<file path="src/rtl/trql_pkg.sv">
// ----------------------------------------------------------------------------
// trql_pkg
// Constants and types of the terminal receive queue.
// ----------------------------------------------------------------------------
package trql_pkg;

  typedef logic [7:0] byte_t;
  typedef logic [2:0] cause_t;
  typedef logic [2:0] cfg_idx_t;

  localparam int RING_DEPTH_DEF = 256;
  localparam int MAX_READ_DEF   = 64;

  localparam byte_t BYTE_CR   = 8'h0d;
  localparam byte_t BYTE_NL   = 8'h0a;
  localparam byte_t LOW_SEVEN = 8'h7f;

  localparam cause_t CAUSE_NONE  = 3'd0;
  localparam cause_t CAUSE_COUNT = 3'd1;
  localparam cause_t CAUSE_LINE  = 3'd2;
  localparam cause_t CAUSE_EOF   = 3'd3;
  localparam cause_t CAUSE_EMPTY = 3'd4;

  localparam cfg_idx_t CFG_CR_TO_NL   = 3'd0;
  localparam cfg_idx_t CFG_NL_TO_CR   = 3'd1;
  localparam cfg_idx_t CFG_IGNORE_CR  = 3'd2;
  localparam cfg_idx_t CFG_STRIP_BIT7 = 3'd3;
  localparam cfg_idx_t CFG_LINE_MODE  = 3'd4;
  localparam cfg_idx_t CFG_EOF_BYTE   = 3'd5;
  localparam cfg_idx_t CFG_EOL_BYTE   = 3'd6;
  localparam cfg_idx_t CFG_RAW_MIN    = 3'd7;

endpackage

</file>
<file path="src/rtl/tty_receive_queue_line_discipline.sv">
// ----------------------------------------------------------------------------
// tty_receive_queue_line_discipline
// Receive side of a terminal line: input translation, receive ring, and
// canonical or raw reads from the ring.
// ----------------------------------------------------------------------------
// Usage:
//   in_* carries one word: a received byte (operation 0) or a read request
//   (operation 1). out_* returns one result word per receive, one word per
//   delivered byte and, for reads ending at end of file, on an empty ring or
//   with a zero count, one closing word. out_last marks the final word of an
//   item. cfg_* writes one register per cycle; the user must do so only
//   while the block is idle, which the block itself does not enforce.
//   A receive is accepted and its result word registered. A read scans the
//   ring, then replays the scanned bytes through the single ring read port,
//   whose data is registered; a zero count returns only its closing word.
//   in_stall is high from acceptance until the last result word is taken.
//   A stall on out_* holds the output register and the sequencer.
//   Reset clears the read pointer, occupancy, state and output valid, and
//   sets the configuration registers to their defaults; ring contents stay
//   undefined and take no clearing pass.
// ----------------------------------------------------------------------------
module tty_receive_queue_line_discipline #(
  parameter int RING_DEPTH = trql_pkg::RING_DEPTH_DEF,
  parameter int MAX_READ   = trql_pkg::MAX_READ_DEF
) (
  input  logic              clk,
  input  logic              rst_n,
  input  logic              in_valid,
  output logic              in_stall,
  input  logic              in_operation,
  input  trql_pkg::byte_t   in_rx_byte,
  input  logic [6:0]        in_read_count,
  output logic              out_valid,
  input  logic              out_stall,
  output trql_pkg::byte_t   out_data,
  output logic              out_has_data,
  output logic              out_last,
  output trql_pkg::cause_t  out_stop_cause,
  output logic              out_overwrote,
  output logic [8:0]        out_fill_level,
  input  logic              cfg_wr_en,
  input  trql_pkg::cfg_idx_t cfg_index,
  input  trql_pkg::byte_t   cfg_data
);
  import trql_pkg::*;

  localparam int PTR_W = (RING_DEPTH > 1) ? $clog2(RING_DEPTH) : 1;
  localparam int OCC_W = $clog2(RING_DEPTH + 1);
  localparam int CNT_W = $clog2(MAX_READ + 1);
  localparam logic [PTR_W-1:0] LAST_PTR = PTR_W'(RING_DEPTH - 1);
  localparam logic [OCC_W-1:0] FULL_OCC = OCC_W'(RING_DEPTH);
  localparam logic [OCC_W:0]   DEPTH_W  = (OCC_W+1)'(RING_DEPTH);

  typedef enum logic [2:0] {
    S_IDLE,
    S_SCAN_ADDR,
    S_SCAN_DATA,
    S_EMIT_ADDR,
    S_EMIT_DATA,
    S_OUT
  } state_t;

  state_t           state_r;
  logic [PTR_W-1:0] rp_r;
  logic [OCC_W-1:0] occ_r;
  logic [PTR_W-1:0] ep_r;
  logic [CNT_W-1:0] limit_r;
  logic [CNT_W-1:0] got_r;
  logic [CNT_W-1:0] ndel_r;
  logic [CNT_W-1:0] ecnt_r;
  cause_t           cause_r;

  logic             cr2nl_r, nl2cr_r, igncr_r, strip_r, canon_r;
  byte_t            eof_r, eol_r, rawmin_r;

  logic             out_valid_r, out_has_r, out_last_r, out_ow_r;
  byte_t            out_data_r;
  cause_t           out_cause_r;

  byte_t            ring_mem [RING_DEPTH];
  byte_t            q_r;
  logic             rd_en;
  logic [PTR_W-1:0] rd_addr;
  logic             wr_en;
  logic [PTR_W-1:0] wr_addr;
  byte_t            wr_byte;

  logic             in_acc, out_acc;
  byte_t            rx_xlat;
  logic             rx_drop, ring_full;
  logic [OCC_W:0]   wr_sum;
  logic [PTR_W-1:0] rp_inc, ep_inc;
  logic [CNT_W-1:0] tgt, lim, got_inc, ecnt_inc;
  logic             is_eof, is_eol;
  logic [OCC_W+8:0] occ_wide;

  assign in_acc  = in_valid && !in_stall;
  assign out_acc = out_valid_r && !out_stall;
  assign in_stall = (state_r != S_IDLE);

  always_comb begin
    rx_xlat = in_rx_byte;
    if (in_rx_byte == BYTE_CR && cr2nl_r) begin
      rx_xlat = BYTE_NL;
    end else if (in_rx_byte == BYTE_NL && nl2cr_r) begin
      rx_xlat = BYTE_CR;
    end
    rx_drop = (rx_xlat == BYTE_CR) && igncr_r;
    if (strip_r) begin
      rx_xlat = rx_xlat & LOW_SEVEN;
    end
  end

  assign ring_full = (occ_r == FULL_OCC);
  assign wr_sum    = (OCC_W+1)'(rp_r) + (OCC_W+1)'(occ_r);
  assign rp_inc    = (rp_r == LAST_PTR) ? '0 : rp_r + 1'b1;
  assign ep_inc    = (ep_r == LAST_PTR) ? '0 : ep_r + 1'b1;

  always_comb begin
    logic [OCC_W:0] wrapped;
    wrapped = (wr_sum >= DEPTH_W) ? wr_sum - DEPTH_W : wr_sum;
    wr_addr = ring_full ? rp_r : wrapped[PTR_W-1:0];
  end

  assign wr_en   = in_acc && !in_operation && !rx_drop;
  assign wr_byte = rx_xlat;
  assign rd_en   = (state_r == S_SCAN_ADDR) || (state_r == S_EMIT_ADDR);
  assign rd_addr = (state_r == S_SCAN_ADDR) ? rp_r : ep_r;

  always_ff @(posedge clk) begin
    if (wr_en) begin
      ring_mem[wr_addr] <= wr_byte;
    end
    if (rd_en) begin
      q_r <= ring_mem[rd_addr];
    end
  end

  assign tgt = (in_read_count > 7'(MAX_READ)) ? CNT_W'(MAX_READ)
                                              : in_read_count[CNT_W-1:0];
  assign lim = (!canon_r && rawmin_r != 8'd0 && rawmin_r < 8'(tgt))
               ? rawmin_r[CNT_W-1:0] : tgt;
  assign got_inc  = got_r + 1'b1;
  assign ecnt_inc = ecnt_r + 1'b1;
  assign is_eof   = canon_r && eof_r != 8'd0 && q_r == eof_r;
  assign is_eol   = canon_r && (q_r == BYTE_NL || (eol_r != 8'd0 && q_r == eol_r));

  always_ff @(posedge clk) begin
    if (!rst_n) begin
      cr2nl_r  <= 1'b1;
      nl2cr_r  <= 1'b0;
      igncr_r  <= 1'b0;
      strip_r  <= 1'b0;
      canon_r  <= 1'b1;
      eof_r    <= 8'd4;
      eol_r    <= 8'd0;
      rawmin_r <= 8'd1;
    end else if (cfg_wr_en) begin
      unique case (cfg_index)
        CFG_CR_TO_NL:   cr2nl_r  <= cfg_data[0];
        CFG_NL_TO_CR:   nl2cr_r  <= cfg_data[0];
        CFG_IGNORE_CR:  igncr_r  <= cfg_data[0];
        CFG_STRIP_BIT7: strip_r  <= cfg_data[0];
        CFG_LINE_MODE:  canon_r  <= cfg_data[0];
        CFG_EOF_BYTE:   eof_r    <= cfg_data;
        CFG_EOL_BYTE:   eol_r    <= cfg_data;
        CFG_RAW_MIN:    rawmin_r <= cfg_data;
        default: ;
      endcase
    end
  end

  always_ff @(posedge clk) begin
    if (!rst_n) begin
      state_r     <= S_IDLE;
      rp_r        <= '0;
      occ_r       <= '0;
      out_valid_r <= 1'b0;
    end else begin
      unique case (state_r)
        S_IDLE: begin
          if (in_acc) begin
            if (!in_operation) begin
              if (!rx_drop) begin
                if (ring_full) begin
                  rp_r <= rp_inc;
                end else begin
                  occ_r <= occ_r + 1'b1;
                end
              end
              out_data_r  <= '0;
              out_has_r   <= 1'b0;
              out_last_r  <= 1'b1;
              out_cause_r <= CAUSE_NONE;
              out_ow_r    <= !rx_drop && ring_full;
              out_valid_r <= 1'b1;
              state_r     <= S_OUT;
            end else if (tgt == '0) begin
              out_data_r  <= '0;
              out_has_r   <= 1'b0;
              out_last_r  <= 1'b1;
              out_cause_r <= CAUSE_COUNT;
              out_ow_r    <= 1'b0;
              out_valid_r <= 1'b1;
              state_r     <= S_OUT;
            end else begin
              limit_r <= lim;
              got_r   <= '0;
              ep_r    <= rp_r;
              state_r <= S_SCAN_ADDR;
            end
          end
        end
        S_SCAN_ADDR: begin
          if (occ_r == '0) begin
            cause_r <= CAUSE_EMPTY;
            ndel_r  <= got_r;
            ecnt_r  <= '0;
            state_r <= S_EMIT_ADDR;
          end else begin
            state_r <= S_SCAN_DATA;
          end
        end
        S_SCAN_DATA: begin
          if (is_eof) begin
            if (got_r == '0) begin
              rp_r  <= rp_inc;
              occ_r <= occ_r - 1'b1;
            end
            cause_r <= CAUSE_EOF;
            ndel_r  <= got_r;
            ecnt_r  <= '0;
            state_r <= S_EMIT_ADDR;
          end else begin
            rp_r  <= rp_inc;
            occ_r <= occ_r - 1'b1;
            got_r <= got_inc;
            if (is_eol || got_inc >= limit_r) begin
              cause_r <= is_eol ? CAUSE_LINE : CAUSE_COUNT;
              ndel_r  <= got_inc;
              ecnt_r  <= '0;
              state_r <= S_EMIT_ADDR;
            end else begin
              state_r <= S_SCAN_ADDR;
            end
          end
        end
        S_EMIT_ADDR: begin
          if (ecnt_r == ndel_r) begin
            out_data_r  <= '0;
            out_has_r   <= 1'b0;
            out_last_r  <= 1'b1;
            out_cause_r <= cause_r;
            out_ow_r    <= 1'b0;
            out_valid_r <= 1'b1;
            state_r     <= S_OUT;
          end else begin
            state_r <= S_EMIT_DATA;
          end
        end
        S_EMIT_DATA: begin
          ecnt_r      <= ecnt_inc;
          ep_r        <= ep_inc;
          out_data_r  <= q_r;
          out_has_r   <= 1'b1;
          out_ow_r    <= 1'b0;
          out_valid_r <= 1'b1;
          if (ecnt_inc == ndel_r && (cause_r == CAUSE_LINE || cause_r == CAUSE_COUNT)) begin
            out_last_r  <= 1'b1;
            out_cause_r <= cause_r;
          end else begin
            out_last_r  <= 1'b0;
            out_cause_r <= CAUSE_NONE;
          end
          state_r <= S_OUT;
        end
        S_OUT: begin
          if (out_acc) begin
            out_valid_r <= 1'b0;
            state_r     <= out_last_r ? S_IDLE : S_EMIT_ADDR;
          end
        end
        default: state_r <= S_IDLE;
      endcase
    end
  end

  assign occ_wide       = (OCC_W+9)'(occ_r);
  assign out_valid      = out_valid_r;
  assign out_data       = out_data_r;
  assign out_has_data   = out_has_r;
  assign out_last       = out_last_r;
  assign out_stop_cause = out_cause_r;
  assign out_overwrote  = out_ow_r;
  assign out_fill_level = occ_wide[8:0];

endmodule

</file>
<file path="config.mk">
export PLATFORM = sky130hd
export DESIGN_NAME = tty_receive_queue_line_discipline
export DESIGN_NICKNAME = d
export VERILOG_FILES = /design/src/rtl/trql_pkg.sv /design/src/rtl/tty_receive_queue_line_discipline.sv
export SDC_FILE = /design/constraint.sdc
export NUM_CORES = 2
export LEC_CHECK = 0
export ABC_CLOCK_PERIOD_IN_PS = 40400
export BUFFER_PORTS_ARGS = -buffer_cell sky130_fd_sc_hd__buf_2
export CAP_MARGIN = 25
export CORE_AREA = 2 2 473 475
export CTS_BUF_LIST = sky130_fd_sc_hd__clkbuf_8 sky130_fd_sc_hd__clkbuf_16
export CTS_CLUSTER_DIAMETER = 200
export DETAILED_ROUTE_END_ITERATION = 16
export DIE_AREA = 0 0 475 477
export GPL_TIMING_DRIVEN = 0
export PLACE_DENSITY = 0.58
export RECOVER_POWER = 25
export REMOVE_ABC_BUFFERS = 1
export SYNTH_ARGS = -nofsm -noshare
export SYNTH_HDL_FRONTEND = slang
export SYNTH_SLANG_ARGS = --single-unit
</file>
<file path="constraint.sdc">
create_clock -name clk -period 40.4 [get_ports clk]
set_input_delay 6.06 -clock clk [delete_from_list [all_inputs] [get_ports clk]]
set_output_delay 6.06 -clock clk [all_outputs]
set_load 0.05 [all_outputs]
</file>
; ---- After elaboration in Yosys (flattened, before gate mapping)
; Memories as Yosys holds them, arrays and structs flattened. A register that Yosys moved wholly into a read port is not among the register bits.
; Index checks and enable logic that the tools add are counted.
[word_totals]
regBits = 103
ram_bits = 2048
inputBits = 32
output_inout_bits = 25
word_cells = 218
n_memories = 1
[memory_table]
columns = name, depth, word_bits, rd, rd_ports_with_merged_regs, wr, line_no
row1 = ring_mem, 256, 8, 1, 1, 1, tty_receive_queue_line_discipline.sv:80  ; byte_t ring_mem [RING_DEPTH];
[op_classes]
n_addsub = 8
order_cmp = 4
n_eq_ne = 39
n_mux = 85
bitwise_logic = 1
reduce_logical = 57
[ops]
columns = operator, n
row1 = 8-bit 2-to-1 mux, 21
row2 = 7-bit 2-to-1 mux, 12
row3 = 9-bit 2-to-1 mux, 6
row4 = 3-bit 2-to-1 mux, 12
row5 = "8-bit by 4-bit equality test with 1-bit output, second input constant", 4
row6 = 8-bit case mux with 2 select lines, 2
row7 = 7-bit case mux with 2 select lines, 2
row8 = 8-bit case mux with 3 select lines, 1
row9 = 8-bit nonzero test, 3
row10 = 7-bit case mux with 3 select lines, 1
row11 = 5-bit AND reduction, 4
row12 = "3-bit equality test, second input constant", 6
row13 = "2-bit inequality test, second input constant", 9
row14 = 3-bit case mux with 6 select lines, 1
row15 = 9-bit case mux with 2 select lines, 1
row16 = 2-bit AND reduction, 9
row17 = 6-bit AND reduction, 3
row18 = "8-bit by 1-bit adder with 8-bit output, second input constant", 2
row19 = 8-bit equality test, 2
row20 = "8-bit equality test, second input constant", 2
row21 = 1-bit 2-to-1 mux, 16
row22 = "3-bit by 2-bit equality test with 1-bit output, second input constant", 5
row23 = 1-bit logical AND, 15
row24 = "7-bit by 1-bit adder with 7-bit output, second input constant", 2
row25 = other kinds (28), 53

; ---- Depth between registers and ports, before layout
[logic_depth]
ltp_word = 11
mapped_depth = 14
depth_no_buf = 13

; ---- Worst setup path before layout
; No wires, ideal clock.
[synth_path]
path_kind = in2reg
start = in in_rx_byte[4]
end = mem ring_mem[0][2] in the netlist's numbering, data pin
t_arrival_ns = 16.608
required_time_ns = 38.213
slack_ns = 21.605
path_stages = 4
n_path_buf = 0
path_cell_list = nor4_1 > and2_1 > a31oi_1 > o21ai_0
[synth_via]
elab_chain_cells = 5
[synth_lines]
columns = item, line_no
row1 = from (decl), tty_receive_queue_line_discipline.sv:31  ; input trql_pkg::byte_t in_rx_byte,
row2 = 8-bit by 4-bit equality test with 1-bit output, tty_receive_queue_line_discipline.sv:105  ; end else if (in_rx_byte == BYTE_NL && nl2cr_r) begin
row3 = 1-bit logical AND, tty_receive_queue_line_discipline.sv:105
row4 = 8-bit 2-to-1 mux, tty_receive_queue_line_discipline.sv:105
row5 = 8-bit 2-to-1 mux (*), tty_receive_queue_line_discipline.sv:103  ; if (in_rx_byte == BYTE_CR && cr2nl_r) begin
row6 = 8-bit 2-to-1 mux (*), tty_receive_queue_line_discipline.sv:109  ; if (strip_r) begin
row7 = net rx_xlat[2], tty_receive_queue_line_discipline.sv:89  ; byte_t rx_xlat;
row8 = to (decl), tty_receive_queue_line_discipline.sv:80
; The timed path passes the listed nets; every way through them passes the cells marked *.

; ---- Worst setup path after layout
[layout_path]
start = in in_rx_byte[3]
end = mem ring_mem[211][2] in the netlist's numbering, enable pin
[layout_via]
elab_chain_cells = 10
[layout_lines]
columns = item, line_no
row1 = 8-bit by 4-bit equality test with 1-bit output, tty_receive_queue_line_discipline.sv:105
row2 = 1-bit logical AND, tty_receive_queue_line_discipline.sv:105
row3 = 8-bit 2-to-1 mux, tty_receive_queue_line_discipline.sv:105
row4 = 8-bit 2-to-1 mux (*), tty_receive_queue_line_discipline.sv:103
row5 = 8-bit by 4-bit equality test with 1-bit output (*), tty_receive_queue_line_discipline.sv:108  ; rx_drop = (rx_xlat == BYTE_CR) && igncr_r;
row6 = 1-bit logical AND (*), tty_receive_queue_line_discipline.sv:108
row7 = 1-bit zero test (*), tty_receive_queue_line_discipline.sv:125  ; assign wr_en = in_acc && !in_operation && !rx_drop;
row8 = 1-bit logical AND (*), tty_receive_queue_line_discipline.sv:125
row9 = 1-bit 2-to-1 mux (*), tty_receive_queue_line_discipline.sv:131  ; if (wr_en) begin
row10 = 1-bit 2-to-1 mux (not written as such) (*), tty_receive_queue_line_discipline.sv:132  ; ring_mem[wr_addr] <= wr_byte;
; Every way passes the cells marked *; elsewhere a longest branch is shown, timed or not.

==> reports/qor.yml <==
outcome: "finished with violations"
violations: "max-capacitance violations, max-slew violations"
grt_usage: 0.236
synth.distinct_cells: 75
setup-violations-final: 0
syn_area_um2: 88300
relSlewSlack: -3.69
cp_num_buf_inv: 3
die_w_um: 475
h-tree-depth: 4
fin_nets: 7099
cts_root_buf: "clkbuf_16"
ys_seq_elements: 2159
synth_area_leader_cell: "edfxtp_1"
post_cts_buffers: 0
synth_simple_gate_area_frac: 0.160
place_ws_ns: 28.79
synthToLayoutAreaGrowth_pct: 14.6
drv_slew: 1375
drive_gt1_frac: 0.0836
cts_tree: "yes"
insertion_delay_ns: 0.87
yosys-top-cells-area: "edfxtp_1, nand2_1, nand3_1, nor2_1, a31oi_1"
worstMarginPinSlew_ns: 7.04
synth-edff-count: 2109
final_hold_viol_count: 0
synth_top_cells_by_count: "edfxtp_1, nand2_1, nand3_1"
min_period_ns: 19.24
numCtsBuffers: 215
grt_pass1_vias: 54200
synth_cells: 7005
cp_top_family: "buffers and inverters"
ctsResizeCount: 0
fin_crit_sh: 0.476
initialDrtViolationCount: 7352
worstSetupEndpointType: "flip-flop"
ctsHoldBuffers: 0
crit_required_ns: 40.86
start_util: 0.399
vdd_drop_max_mv: 0.0494
yosysSeqAreaShare: 0.728
synth-async-reset-ratio: 0
crit_type: "primary input to flip-flop"
max_stage_delay_ns: 4.82
synth_top_family_by_area: "simple AND/OR/NAND/NOR gates"
arrival_ns: 19.70
synth_top_area_frac: 0.717
drt_pre_antenna_iters: 6
crit_fanout: 142
cts.clk_slew.worst_paths_ns: 0.06
fmax_mhz: 52.0
yosysWarnings: 0
leakagePower_nw: 34.0
synth-adder-area-share: 0.00499
powerDensity_nw_per_um2: 61.0
ys.flop_type: "edfxtp_1"
totalNegativeSetupSlack_ns: 0
port_buffers: 56
synth_compound_area_frac: 0.0609
worst_slack_ns: 21.16
rows: 173
coreArea_um2: 221000
clock-sinks: 2159
fin_skew_ns: 0.0408
avgRoutedWirePerCell_um: 26.7
start_kind: "primary input"
vias: 58100
muxShareOfSynthArea: 0.0160
rrSetupSlack_ns: 26.78
syn_area_per_cell_um2: 12.6
die_h_um: 477
synth_xor_area_frac: 0.00654
cts_buffer_depth: 3
yosysMostFrequentCell: "edfxtp_1"
drt_wl_total_mm: 273
gp_congestion: 0.901
cap_violations: 18
drc: 0
dp_hpwl_mm: 179
antenna_found_initial: 9
grt_pass1_wl_mm: 390
min_path_type: "flip-flop to flip-flop"
die_area_um2: 227000
grt_max_degree: 146
ant_nets: 0
vias_per_cell: 5.70
grt_setup_unrepaired: "false"
grt-ovfl-total: 0
io_pins: 57
slowest_stage: "clkbuf_1"
path_cells: "clkdlybuf4s25_1, clkbuf_1, clkbuf_1, nand3_1, a32oi_1, o211ai_1, a21o_1, or2_2, nor2_1, nand2_1, nor2_1"
## layer usage
layer / wire length (µm) / track usage / up-vias / share of wire
li1: - / - / 25700 / -
met1: 113000 / 0.329 / 29200 / 0.41
met2: 125000 / 0.362 / 2726 / 0.46
met3: 25200 / 0.0493 / 463 / 0.092
met4: 10200 / 0.0879 / 4 / 0.037
met5: 24 / 0 / - / 0.000088
## where the power goes
part | internal [mW] | total [mW] | switching (mW)
Combinational | 0.510 | 1.65 | 1.14
Sequential | 2.50 | 2.54 | 0.0366
Clock | 1.11 | 1.99 | 0.881
## state kept, by name, indices dropped and copies added (netlist names), 3 cells and up
name / count
rp_r: 8
ep_r: 8
rawmin_r: 8
got_r: 7
state_r: 3
eof_r: 8
out_stop_cause: 3
ring_mem: 2048
q_r: 8
limit_r: 7
cause_r: 3
ndel_r: 7
out_data: 8
out_fill_level: 9
ecnt_r: 7
eol_r: 8
## layout by cell type, fill, tap and decap left out, types with 16 or more instances in the layout
master     count
a21boi_0      29
a21oi_1      194
a22oi_1       50
a311oi_1      26
a31oi_1      206
a32oi_1       46
a41oi_1       18
and3_1        63
buf_12        67
buf_16        59
buf_2         51
buf_4         20
buf_8         16
bufinv_16     16
clkbuf_1      20
clkbuf_16    220
clkinv_1      53
clkinv_2      38
dfxtp_1       50
edfxtp_1    2109
ha_1          32
inv_1         87
mux2i_1      127
nand2_1     1998
nand2b_1      21
nand3_1      561
nand4_1      126
nor2_1       403
nor2b_1       18
nor3_1        31
nor4_1        34
o211ai_1      32
o21ai_0       61
o22ai_1       29
or2_2         16
xnor2_1       34
xor2_1        30
## worst reg2reg max path: stages (launching register included)
cell and delay [ns]:
dfxtp_1 0.87, or3b_1 0.86, a21o_1 1.24, clkbuf_1 2.68
clkbuf_1 2.85, nor2_1 1.97, clkbuf_1 1.03, a31oi_1 0.43
nand4_1 0.22, a41oi_1 0.63, nor4_1 0.15, o2111ai_1 0.38
## through the flow
stage / utilization / power [mW] / area (µm²) / instances / hold WS, ns
5_1_grt: 0.457 / 6.38 / 101000 / 10200 / 0.525
3_3_place_gp: 0.408 / 4.56 / 90400 / 9598 / 0.484
2_1_floorplan: - / 3.64 / 86400 / 6567 / 0.455
3_5_place_dp: 0.427 / 4.21 / 94500 / 9779 / 0.489
6_report: 0.457 / 6.17 / 101000 / 10200 / 0.497
4_1_cts: 0.458 / 6.17 / 101000 / 10200 / 0.496
## worst paths after layout
path,start,end,cells past startpoint
worst min register to register,eof_r[4]$_SDFFE_PN0P_,eof_r[4]$_SDFFE_PN0P_,2
worst max register to register,state_r[2]$_SDFFE_PN0P_,q_r[5]$_DFFE_PP_,11
worst min-delay path,eof_r[4]$_SDFFE_PN0P_,eof_r[4]$_SDFFE_PN0P_,2
worst max-delay path,in_rx_byte[3],ring_mem[211][2]$_DFFE_PP_,11
## cell families after synthesis
kind of cell | after synthesis
buf+inv | 474
fa+ha+maj | 34
simple gates | 3325
flops | 2159
compound gates | 808
xor+xnor | 66
mux | 139
## final cells by class
| class | count | area, µm² |
|---|---|---|
| timing repair buffer | 249 | 3860 |
| antenna | 6 | 15.0 |
| sequential | 2159 | 64300 |
| fill | 19500 | 120000 |
| inverter | 36 | 135 |
| clock buffer | 226 | 5590 |
| multi-input combinational | 4372 | 22200 |
| clock inverter | 182 | 1440 |
| tap | 2975 | 3720 |
(Power assumes the default switching activity.)
